===== src/sv/ptsq_pkg.sv =====
// Shared types and constants for the priority task slot queue.
// No dependencies; used by ptsq_cell and priority_task_slot_queue.
package ptsq_pkg;

    // Default sizes
    localparam int SLOTS_DEF       = 16;
    localparam int HANDLE_BITS_DEF = 16;

    // Port widths fixed by the request format
    localparam int HANDLE_PORT_W = 16;
    localparam int PRIO_W        = 8;
    localparam int STATUS_W      = 3;
    localparam int INDEX_PORT_W  = 4;

    // Request opcodes
    localparam logic OP_POST     = 1'b0;
    localparam logic OP_DISPATCH = 1'b1;

    // Result status codes
    typedef enum logic [STATUS_W-1:0] {
        STATUS_POSTED     = 3'd0,
        STATUS_FULL       = 3'd1,
        STATUS_DISPATCHED = 3'd2,
        STATUS_EMPTY      = 3'd3,
        STATUS_NONE       = 3'd4
    } status_t;

    // Scan token that walks the row of slot cells
    typedef struct packed {
        logic              valid;
        logic              free_found;
        logic              best_found;
        logic [PRIO_W-1:0] best_prio;
    } scan_t;

    // Broadcast update to the slot cells
    typedef struct packed {
        logic wr;
        logic clr;
    } commit_t;

endpackage


===== src/sv/ptsq_cell.sv =====
// One task slot: holds valid bit, handle and priority, and updates the
// passing scan token (first free slot, best priority so far). Uses ptsq_pkg.
module ptsq_cell
    import ptsq_pkg::*;
#(
    parameter int SLOTS       = SLOTS_DEF,
    parameter int HANDLE_BITS = HANDLE_BITS_DEF,
    parameter int IDX         = 0,
    localparam int IW         = $clog2(SLOTS)
)
(
    input  logic                   clk,
    input  logic                   rst_n,
    input  scan_t                  scan_in,
    input  logic [IW-1:0]          free_idx_in,
    input  logic [IW-1:0]          best_idx_in,
    input  logic [HANDLE_BITS-1:0] best_handle_in,
    output scan_t                  scan_out,
    output logic [IW-1:0]          free_idx_out,
    output logic [IW-1:0]          best_idx_out,
    output logic [HANDLE_BITS-1:0] best_handle_out,
    input  commit_t                commit,
    input  logic [IW-1:0]          commit_idx,
    input  logic [HANDLE_BITS-1:0] commit_handle,
    input  logic [PRIO_W-1:0]      commit_prio
);

    logic                   used_reg, used_next;
    logic [HANDLE_BITS-1:0] handle_reg;
    logic [PRIO_W-1:0]      prio_reg;
    scan_t                  scan_reg, scan_next;
    logic [IW-1:0]          free_idx_reg, free_idx_next;
    logic [IW-1:0]          best_idx_reg, best_idx_next;
    logic [HANDLE_BITS-1:0] best_handle_reg, best_handle_next;
    logic                   hit;

    assign hit = (commit_idx == IW'(IDX));

    // Set or drop occupancy on a commit aimed at this slot
    always_comb
    begin
        used_next = used_reg;
        if (commit.wr && hit)
        begin
            used_next = 1'b1;
        end
        else if (commit.clr && hit)
        begin
            used_next = 1'b0;
        end
    end

    // Fold this slot into the scan token
    always_comb
    begin
        scan_next        = scan_in;
        free_idx_next    = free_idx_in;
        best_idx_next    = best_idx_in;
        best_handle_next = best_handle_in;
        if (!scan_in.free_found && !used_reg)
        begin
            scan_next.free_found = 1'b1;
            free_idx_next        = IW'(IDX);
        end
        // strict compare keeps the lowest index on ties and skips priority 0
        if (used_reg && (prio_reg > scan_in.best_prio))
        begin
            scan_next.best_found = 1'b1;
            scan_next.best_prio  = prio_reg;
            best_idx_next        = IW'(IDX);
            best_handle_next     = handle_reg;
        end
    end

    // Control state
    always_ff @(posedge clk or negedge rst_n)
    begin
        if (!rst_n)
        begin
            used_reg <= 1'b0;
            scan_reg <= '0;
        end
        else
        begin
            used_reg <= used_next;
            scan_reg <= scan_next;
        end
    end

    // Slot payload and token payload
    always_ff @(posedge clk)
    begin
        if (commit.wr && hit)
        begin
            handle_reg <= commit_handle;
            prio_reg   <= commit_prio;
        end
        free_idx_reg    <= free_idx_next;
        best_idx_reg    <= best_idx_next;
        best_handle_reg <= best_handle_next;
    end

    assign scan_out        = scan_reg;
    assign free_idx_out    = free_idx_reg;
    assign best_idx_out    = best_idx_reg;
    assign best_handle_out = best_handle_reg;

endmodule


===== src/sv/priority_task_slot_queue.sv =====
// Priority task queue over a row of SLOTS slot cells. Uses ptsq_pkg, ptsq_cell.
// A scan token steps through one slot cell per cycle, then the update is committed once the
// output is free to take the result; a new request is taken only after the previous one has
// finished its scan and commit and the queue has returned to idle.
// A request is taken while an earlier result still waits on the output.
// Reset (rst_n, async, active low): all slots free, count zero, no result.
module priority_task_slot_queue
    import ptsq_pkg::*;
#(
    parameter int SLOTS       = SLOTS_DEF,
    parameter int HANDLE_BITS = HANDLE_BITS_DEF
)
(
    input  logic                     clk,
    input  logic                     rst_n,
    input  logic                     in_valid,
    output logic                     in_ready,
    input  logic                     op,
    input  logic [HANDLE_PORT_W-1:0] task_handle,
    input  logic [PRIO_W-1:0]        task_priority,
    output logic                     out_valid,
    input  logic                     out_ready,
    output logic [STATUS_W-1:0]      status,
    output logic [HANDLE_PORT_W-1:0] out_handle,
    output logic [INDEX_PORT_W-1:0]  slot_index
);

    localparam int IW = $clog2(SLOTS);
    localparam int CW = $clog2(SLOTS + 1);

    typedef enum logic [2:0] {
        ST_IDLE = 3'b001,
        ST_SCAN = 3'b010,
        ST_FIN  = 3'b100
    } state_t;

    state_t                 state_reg, state_next;
    logic [CW-1:0]          count_reg, count_next;
    logic                   op_reg;
    logic [HANDLE_BITS-1:0] req_handle_reg;
    logic [PRIO_W-1:0]      req_prio_reg;
    scan_t                  fin_scan_reg;
    logic [IW-1:0]          fin_free_idx_reg;
    logic [IW-1:0]          fin_best_idx_reg;
    logic [HANDLE_BITS-1:0] fin_best_handle_reg;
    logic                   out_valid_reg, out_valid_next;
    status_t                status_reg, status_next;
    logic [HANDLE_BITS-1:0] out_handle_reg, out_handle_next;
    logic [IW-1:0]          slot_index_reg, slot_index_next;

    logic                   in_accept;
    logic                   out_free;
    logic                   commit_go;
    logic                   scan_end;
    commit_t                commit;
    logic [IW-1:0]          commit_idx;

    scan_t                  chain_scan   [SLOTS+1];
    logic [IW-1:0]          chain_free   [SLOTS+1];
    logic [IW-1:0]          chain_best   [SLOTS+1];
    logic [HANDLE_BITS-1:0] chain_handle [SLOTS+1];

    assign in_ready  = (state_reg == ST_IDLE);
    assign in_accept = in_valid && in_ready;
    assign out_free  = !out_valid_reg || out_ready;
    assign commit_go = (state_reg == ST_FIN) && out_free;
    assign scan_end  = (state_reg == ST_SCAN) && chain_scan[SLOTS].valid;

    // Launch a fresh token into the first cell
    always_comb
    begin
        chain_scan[0]       = '0;
        chain_scan[0].valid = in_accept;
        chain_free[0]       = '0;
        chain_best[0]       = '0;
        chain_handle[0]     = '0;
    end

    // Row of slot cells
    for (genvar g = 0; g < SLOTS; g++)
    begin : g_cell
        ptsq_cell #(
            .SLOTS       (SLOTS),
            .HANDLE_BITS (HANDLE_BITS),
            .IDX         (g)
        ) u_cell (
            .clk             (clk),
            .rst_n           (rst_n),
            .scan_in         (chain_scan[g]),
            .free_idx_in     (chain_free[g]),
            .best_idx_in     (chain_best[g]),
            .best_handle_in  (chain_handle[g]),
            .scan_out        (chain_scan[g+1]),
            .free_idx_out    (chain_free[g+1]),
            .best_idx_out    (chain_best[g+1]),
            .best_handle_out (chain_handle[g+1]),
            .commit          (commit),
            .commit_idx      (commit_idx),
            .commit_handle   (req_handle_reg),
            .commit_prio     (req_prio_reg)
        );
    end

    // Decide the result and the slot update from the finished scan
    always_comb
    begin
        commit          = '0;
        commit_idx      = '0;
        count_next      = count_reg;
        status_next     = status_reg;
        out_handle_next = out_handle_reg;
        slot_index_next = slot_index_reg;
        out_valid_next  = out_valid_reg;
        if (out_ready)
        begin
            out_valid_next = 1'b0;
        end
        if (commit_go)
        begin
            out_valid_next  = 1'b1;
            out_handle_next = '0;
            slot_index_next = '0;
            if (op_reg == OP_POST)
            begin
                if (fin_scan_reg.free_found)
                begin
                    commit.wr       = 1'b1;
                    commit_idx      = fin_free_idx_reg;
                    count_next      = count_reg + CW'(1);
                    status_next     = STATUS_POSTED;
                    slot_index_next = fin_free_idx_reg;
                end
                else
                begin
                    status_next = STATUS_FULL;
                end
            end
            else if (count_reg == '0)
            begin
                status_next = STATUS_EMPTY;
            end
            else if (fin_scan_reg.best_found)
            begin
                commit.clr      = 1'b1;
                commit_idx      = fin_best_idx_reg;
                count_next      = count_reg - CW'(1);
                status_next     = STATUS_DISPATCHED;
                out_handle_next = fin_best_handle_reg;
                slot_index_next = fin_best_idx_reg;
            end
            else
            begin
                status_next = STATUS_NONE;
            end
        end
    end

    // Sequence one request at a time
    always_comb
    begin
        state_next = state_reg;
        case (state_reg)
            ST_IDLE:
            begin
                if (in_accept)
                begin
                    state_next = ST_SCAN;
                end
            end
            ST_SCAN:
            begin
                if (scan_end)
                begin
                    state_next = ST_FIN;
                end
            end
            ST_FIN:
            begin
                if (commit_go)
                begin
                    state_next = ST_IDLE;
                end
            end
            default:
            begin
                state_next = ST_IDLE;
            end
        endcase
    end

    // Control state
    always_ff @(posedge clk or negedge rst_n)
    begin
        if (!rst_n)
        begin
            state_reg     <= ST_IDLE;
            count_reg     <= '0;
            out_valid_reg <= 1'b0;
        end
        else
        begin
            state_reg     <= state_next;
            count_reg     <= count_next;
            out_valid_reg <= out_valid_next;
        end
    end

    // Hold request, finished scan and result payload
    always_ff @(posedge clk)
    begin
        if (in_accept)
        begin
            op_reg         <= op;
            req_handle_reg <= HANDLE_BITS'(task_handle);
            req_prio_reg   <= task_priority;
        end
        if (scan_end)
        begin
            fin_scan_reg        <= chain_scan[SLOTS];
            fin_free_idx_reg    <= chain_free[SLOTS];
            fin_best_idx_reg    <= chain_best[SLOTS];
            fin_best_handle_reg <= chain_handle[SLOTS];
        end
        status_reg     <= status_next;
        out_handle_reg <= out_handle_next;
        slot_index_reg <= slot_index_next;
    end

    assign out_valid  = out_valid_reg;
    assign status     = status_reg;
    assign out_handle = HANDLE_PORT_W'(out_handle_reg);
    assign slot_index = INDEX_PORT_W'(slot_index_reg);

endmodule


===== config.mk =====
export PLATFORM = sky130hd
export DESIGN_NAME = priority_task_slot_queue
export DESIGN_NICKNAME = d
export VERILOG_FILES = /design/src/sv/ptsq_pkg.sv /design/src/sv/ptsq_cell.sv /design/src/sv/priority_task_slot_queue.sv
export SDC_FILE = /design/constraint.sdc
export NUM_CORES = 1
export LEC_CHECK = 0
export BUFFER_PORTS_ARGS = -buffer_cell sky130_fd_sc_hd__buf_2
export CAP_MARGIN = 20
export CORE_MARGIN = 1.5
export CORE_UTILIZATION = 46
export DETAILED_ROUTE_END_ITERATION = 10
export HOLD_SLACK_MARGIN = 0.03
export PLACE_DENSITY = 0.63
export REMOVE_ABC_BUFFERS = 1
export SLEW_MARGIN = 40
export SYNTH_ARGS = -nofsm -noshare
export SYNTH_HDL_FRONTEND = slang
export SYNTH_HIERARCHICAL = 1
export SYNTH_SLANG_ARGS = --single-unit

===== constraint.sdc =====
create_clock -name clk -period 2.8 [get_ports clk]
set_input_delay 0.56 -clock clk [delete_from_list [all_inputs] [get_ports clk]]
set_output_delay 0.56 -clock clk [all_outputs]
set_load 0.005 [all_outputs]

==> out/qor.yml, run 1 <==
run_status:
  outcome: "finished, final reports clean"
placed_design:
  place_hpwl_microns: 40600
  dp_cells: 3382
  gp_congestion: 0.764
  port_buffers: 53
timing:
  final_hold_viol_count: 0
  worst_pin_slew_ps: 819
  maxSlewViolCount: 0
  setup_viol: 0
  period_needed_ps: 2630
  period_share_pct: 93.8
  tns_ps: 0
  max_freq_ghz: 0.381
  skew_ps: 27.2
  rsz0062_at_grt: "no"
  slew_headroom_pct: 45.4
grt:
  grt.total_usage_pct: 15.2
  first_global_vias: 18346
  antenna_found_initial: 0
  grt_pass1_wl_microns: 98100
  grt_max_degree: 69
  overflow: 0
clock_network:
  cts-root-buf: "clkbuf_16"
  h-tree-depth: 3
  cts_buffers: 101
  cts.sinks: 1035
  cts_resized: 0
  cts.reportedPaths.clkPinSlew_ps: 60
  cts_tree: "done"
  clock_path_buffers: 3
  post_cts_buffers: 0
  clock_latency_ps: 660
die:
  ioPinCount: 54
  die_w_microns: 284
  die_h_microns: 284
  initial_core_util_pct: 46.3
  rows: 103
  dieArea_sq_um: 80900
  core_sq_um: 78700
pwr:
  swShare_pct: 21.4
  p_sw_uw: 7240
  power.share.clock_pct: 40.7
  power_uw: 33900
  peakVddDrop_v: 0.000498
  p_per_area_nw_per_um2: 799
  p_comb_share_pct: 6.4
  p_seq_share_pct: 52.9
  p_int_uw: 26600
  leakage_uw: 0.0174
critical_path:
  crit_fanout: 25
  rr_worst_depth: 8
  crit_type: "reg -> reg"
  arrival_ps: 2970
  cp-end-kind: "flop"
  start_kind: "flop"
  worst_ep_required_time_ps: 3150
min_path:
  hold_depth: 1
  min_path_type: "in -> reg"
routing:
  via_per_inst: 4.78
  drt-pass1-iter-count: 5
  drtIter0Drc: 725
  wl_per_cell_microns: 16.8
  routed-via-count: 17131
  ant_nets: 0
  wirelength_microns: 60300
  drc: 0
logic_synthesis:
  syn_avg_cell_area_sq_um: 16.4
  netlist_area_sq_um: 36400
  netlist_instances: 2226
  yosysWarnings: 6
cells_and_area:
  fin_util_pct: 53.9
  num-nets-final: 2609
  drive_gt1_share_pct: 28.3
  areaGrowthSynthToFinish_pct: 16.4
  nFillCells: 6292
  num_antenna_cells: 0
  finalNonFillerCells: 3587
run:
  maxCapViolations: 0
## per-stage QoR
| step | setup slack (ps) | hold slack [ps] | instance area, sq um |
|---|---|---|---|
| 6_report | 174 | 78.5 | 42400 |
| 5_1_grt | 17.3 | 45.7 | 42400 |
| 4_1_cts | 170 | 30.7 | 42400 |
| 3_5_place_dp | 182 | 339 | 38800 |
| 3_3_place_gp | 225 | 333 | 38700 |
| 2_1_floorplan | -348 | 264 | 36200 |
## critical path, cell delays in order, from the launching register on
cell and delay (ps):
dfrtp_1 440, nor3_2 310, a211oi_2 180, a22o_1 220
and2_1 160, buf_4 190, nor4b_1 370, and2_1 240
buf_12 210
## layout make-up
type	count	area (sq um)	area share, %
tap	1050	1310	3.10
multi-input combinational	1053	9570	22.6
clock buffer	153	3070	7.24
clock inverter	39	450	1.06
timing repair buffer	127	1240	2.94
inverter	130	488	1.15
sequential	1035	26300	61.9
## repair_timing
item,4_1_cts,5_1_grt
endpoints found under the hold margin,70,0
setup endpoints to repair,0,47
hold buffers,8,0
## final timing paths
path                       slack, ps                      startpoint                        endpoint
setup / recovery                 170                    count_reg[1]  g_cell[1].u_cell/handle_reg[0]
hold / removal                    80                 task_handle[13]              req_handle_reg[13]
setup reg to reg                 170                    count_reg[1]  g_cell[1].u_cell/handle_reg[0]
hold reg to reg                  340  g_cell[14].u_cell/scan_out[10]  g_cell[15].u_cell/scan_out[10]
max in group asynchronous       1580                           rst_n                    state_reg[0]
min in group asynchronous        510                           rst_n  g_cell[15].u_cell/scan_out[10]
## cells in the final DEF, fill, tap and decap left out, types with 3 or more instances in the layout
cell and count:
nand4_1 32, and4b_1 4, a21oi_1 54, clkbuf_8 21, nand3_1 17, nor2b_1 50, buf_6 12, dlygate4sd3_1 8
a21o_1 17, o2111ai_2 15, dfrtp_1 192, inv_1 129, clkinv_1 5, nor2_1 20, inv_6 4, mux2_4 78
buf_12 28, mux2_2 301, and2_1 72, bufinv_16 7, a22o_1 4, edfxtp_1 458, buf_2 52, o21a_1 17
or2_2 32, nor4bb_1 4, nand3b_1 3, clkbuf_1 25, ha_1 131, buf_4 26, nand2_1 50, dfxtp_1 384
nor3_1 3, nand2b_1 65, conb_1 43, clkbuf_16 108, clkinv_2 16, nor4b_1 4, o211ai_1 16
## layer usage
metal  up-vias  GRT usage [%]  share of wire [%]
li1       8336              -                  -
met1      8459           19.2                 45
met2       230           26.6                 50
met3       106           2.54                3.0
met4         0           5.07                2.5
met5         -              0                  0
## power groups by stage
stage | registers [uW] | logic [uW] | clock network, uW
CTS | 18100 | 2100 | 14100
floorplan | 17900 | 1450 | 0
global placement | 18400 | 1860 | 0
detailed placement | 18400 | 2060 | 0
finish | 17900 | 2160 | 13800
global route | 18100 | 2430 | 14800
(Power assumes the default switching activity.)
==> run 2: changes to the inputs <==
- BUFFER_PORTS_ARGS: -buffer_cell sky130_fd_sc_hd__buf_2 -> -buffer_cell sky130_fd_sc_hd__buf_4
- SLEW_MARGIN: 40 -> 0
==> run 2 against run 1 <==
Effect of this change: routed wire length about the same; critical path type unchanged; register-to-register slack better by 20 ps; clock power down 4%; maximum frequency up 0.85%; critical endpoint is now g_cell[1].u_cell/handle_reg[2]; hold slack better by 6.5 ps; sequential cell count unchanged; critical path depth unchanged; power down 1.9%; global-route usage about the same; via count up 0.34%.
==> out/qor.yml, run 2 (same netlist as run 1, synthesis figures left out) <==
die:
  initial_core_util_pct: 46.3
  core_sq_um: 78700
  ioPinCount: 54
  die_h_microns: 284
  dieArea_sq_um: 80900
  die_w_microns: 284
  rows: 103
cells_and_area:
  fin_util_pct: 53.5
  areaGrowthSynthToFinish_pct: 15.6
  final_common_cell: "edfxtp_1"
  drive_gt1_share_pct: 28.0
  layout_common_cells: "edfxtp_1 (458), dfxtp_1 (384), mux2_2 (301)"
  finalNonFillerCells: 3568
  fin_area_sq_um: 42200
  num-nets-final: 2589
pwr:
  peakVddDrop_v: 0.000604
  leakage_uw: 0.0172
  p_per_area_nw_per_um2: 788
critical_path:
  rr_worst_depth: 8
  worst_ep_required_time_ps: 3140
  start_kind: "flop"
  cp-end-kind: "flop"
  crit_fanout: 25
  arrival_ps: 2940
  crit_type: "reg -> reg"
timing:
  worst_pin_slew_ps: 1000
  period_share_pct: 93.0
  max_freq_ghz: 0.384
  skew_ps: 32.5
  setup_viol: 0
  slew_headroom_pct: 33.2
  final_hold_viol_count: 0
  maxSlewViolCount: 0
  period_needed_ps: 2600
placed_design:
  place_area_sq_um: 38700
  dp_cells: 3374
  gp_congestion: 0.754
  port_buffers: 53
  place_hpwl_microns: 40100
grt:
  gr-usage-met2_pct: 26.6
  grt_max_degree: 69
  first_global_vias: 18346
  grt.total_usage_pct: 15.3
  antenna_found_initial: 0
  grt_pass1_wl_microns: 98400
  met1_usage_pct: 19.5
  overflow: 0
  grt.busiest_layer: "met2"
  gr-usage-met3_pct: 2.56
clock_network:
  h-tree-depth: 3
  post_cts_buffers: 0
  cts.reportedPaths.clkPinSlew_ps: 60
  cts_buffers: 100
  cts-root-buf: "clkbuf_16"
  clock_latency_ps: 650
  clock_path_buffers: 3
  cts_tree: "done"
  cts.sinks: 1035
routing:
  via_per_inst: 4.82
  wirelength_microns: 60300
  drtIter0Drc: 792
  routed-via-count: 17189
  drt-pass1-iter-count: 4
  drc: 0
  ant_nets: 0
  wl_per_cell_microns: 16.9
min_path:
  min_path_type: "in -> reg"
  hold_depth: 1
run_status:
  outcome: "finished, final reports clean"
run:
  maxCapViolations: 0
## run 2: stage by stage
step	TNS (ps)	setup WS (ps)	power (uW)	hold WS (ps)
floorplan	-140520	-348	19400	264
global placement	0	226	20300	333
detailed placement	0	165	20400	336
CTS	0	111	33600	35.7
global route	-46.8	-14.5	34600	43.6
finish	0	196	33200	85.0
## run 2: worst paths after layout
kind | to | startpoint | slack, ps
max reg2reg | g_cell[1].u_cell/handle_reg[2] | count_reg[1] | 200
min in group asynchronous | g_cell[14].u_cell/scan_out[10] | rst_n | 430
max in group asynchronous | g_cell[10].u_cell/scan_out[2] | rst_n | 1620
min reg2reg | g_cell[4].u_cell/scan_out[10] | g_cell[3].u_cell/scan_out[10] | 340
min | req_handle_reg[7] | task_handle[7] | 90
max | g_cell[1].u_cell/handle_reg[2] | count_reg[1] | 200
## run 2: final cells by class
class                   count  area (sq um)
fillers                  6335         36600
multi-input cells        1053          9590
flip-flops and latches   1035         26300
clock inverters            42           364
well taps                1050          1310
inverters                 130           488
repair buffers            108          1140
diodes                      2          5.00
clock buffers             148          2980
## run 2: critical path: stages (launching register included)
cell and delay (ps):
dfrtp_1 450, nor3_4 320, a211oi_4 130, a22o_1 220, and2_1 160, buf_4 200, nor4b_1 370, and2_1 230
buf_12 210
## run 2: metal layers
layer,up-vias,wire [microns]
met5,-,0
met4,0,1450
met3,104,1940
met2,227,30100
met1,8571,26900
li1,8287,-
## run 2: power by group
part	switching [uW]	total, uW	internal (uW)	leakage, uW
Combinational	873	1950	1080	0.00590
Clock	5470	13200	7690	0.00166
Sequential	858	18100	17300	0.00965
## run 2: timing repair
action	4_1_cts	5_1_grt
hold buffers	1	0
setup endpoints to repair	0	186
gates resized for setup	0	5
hold endpoints to repair	41	0
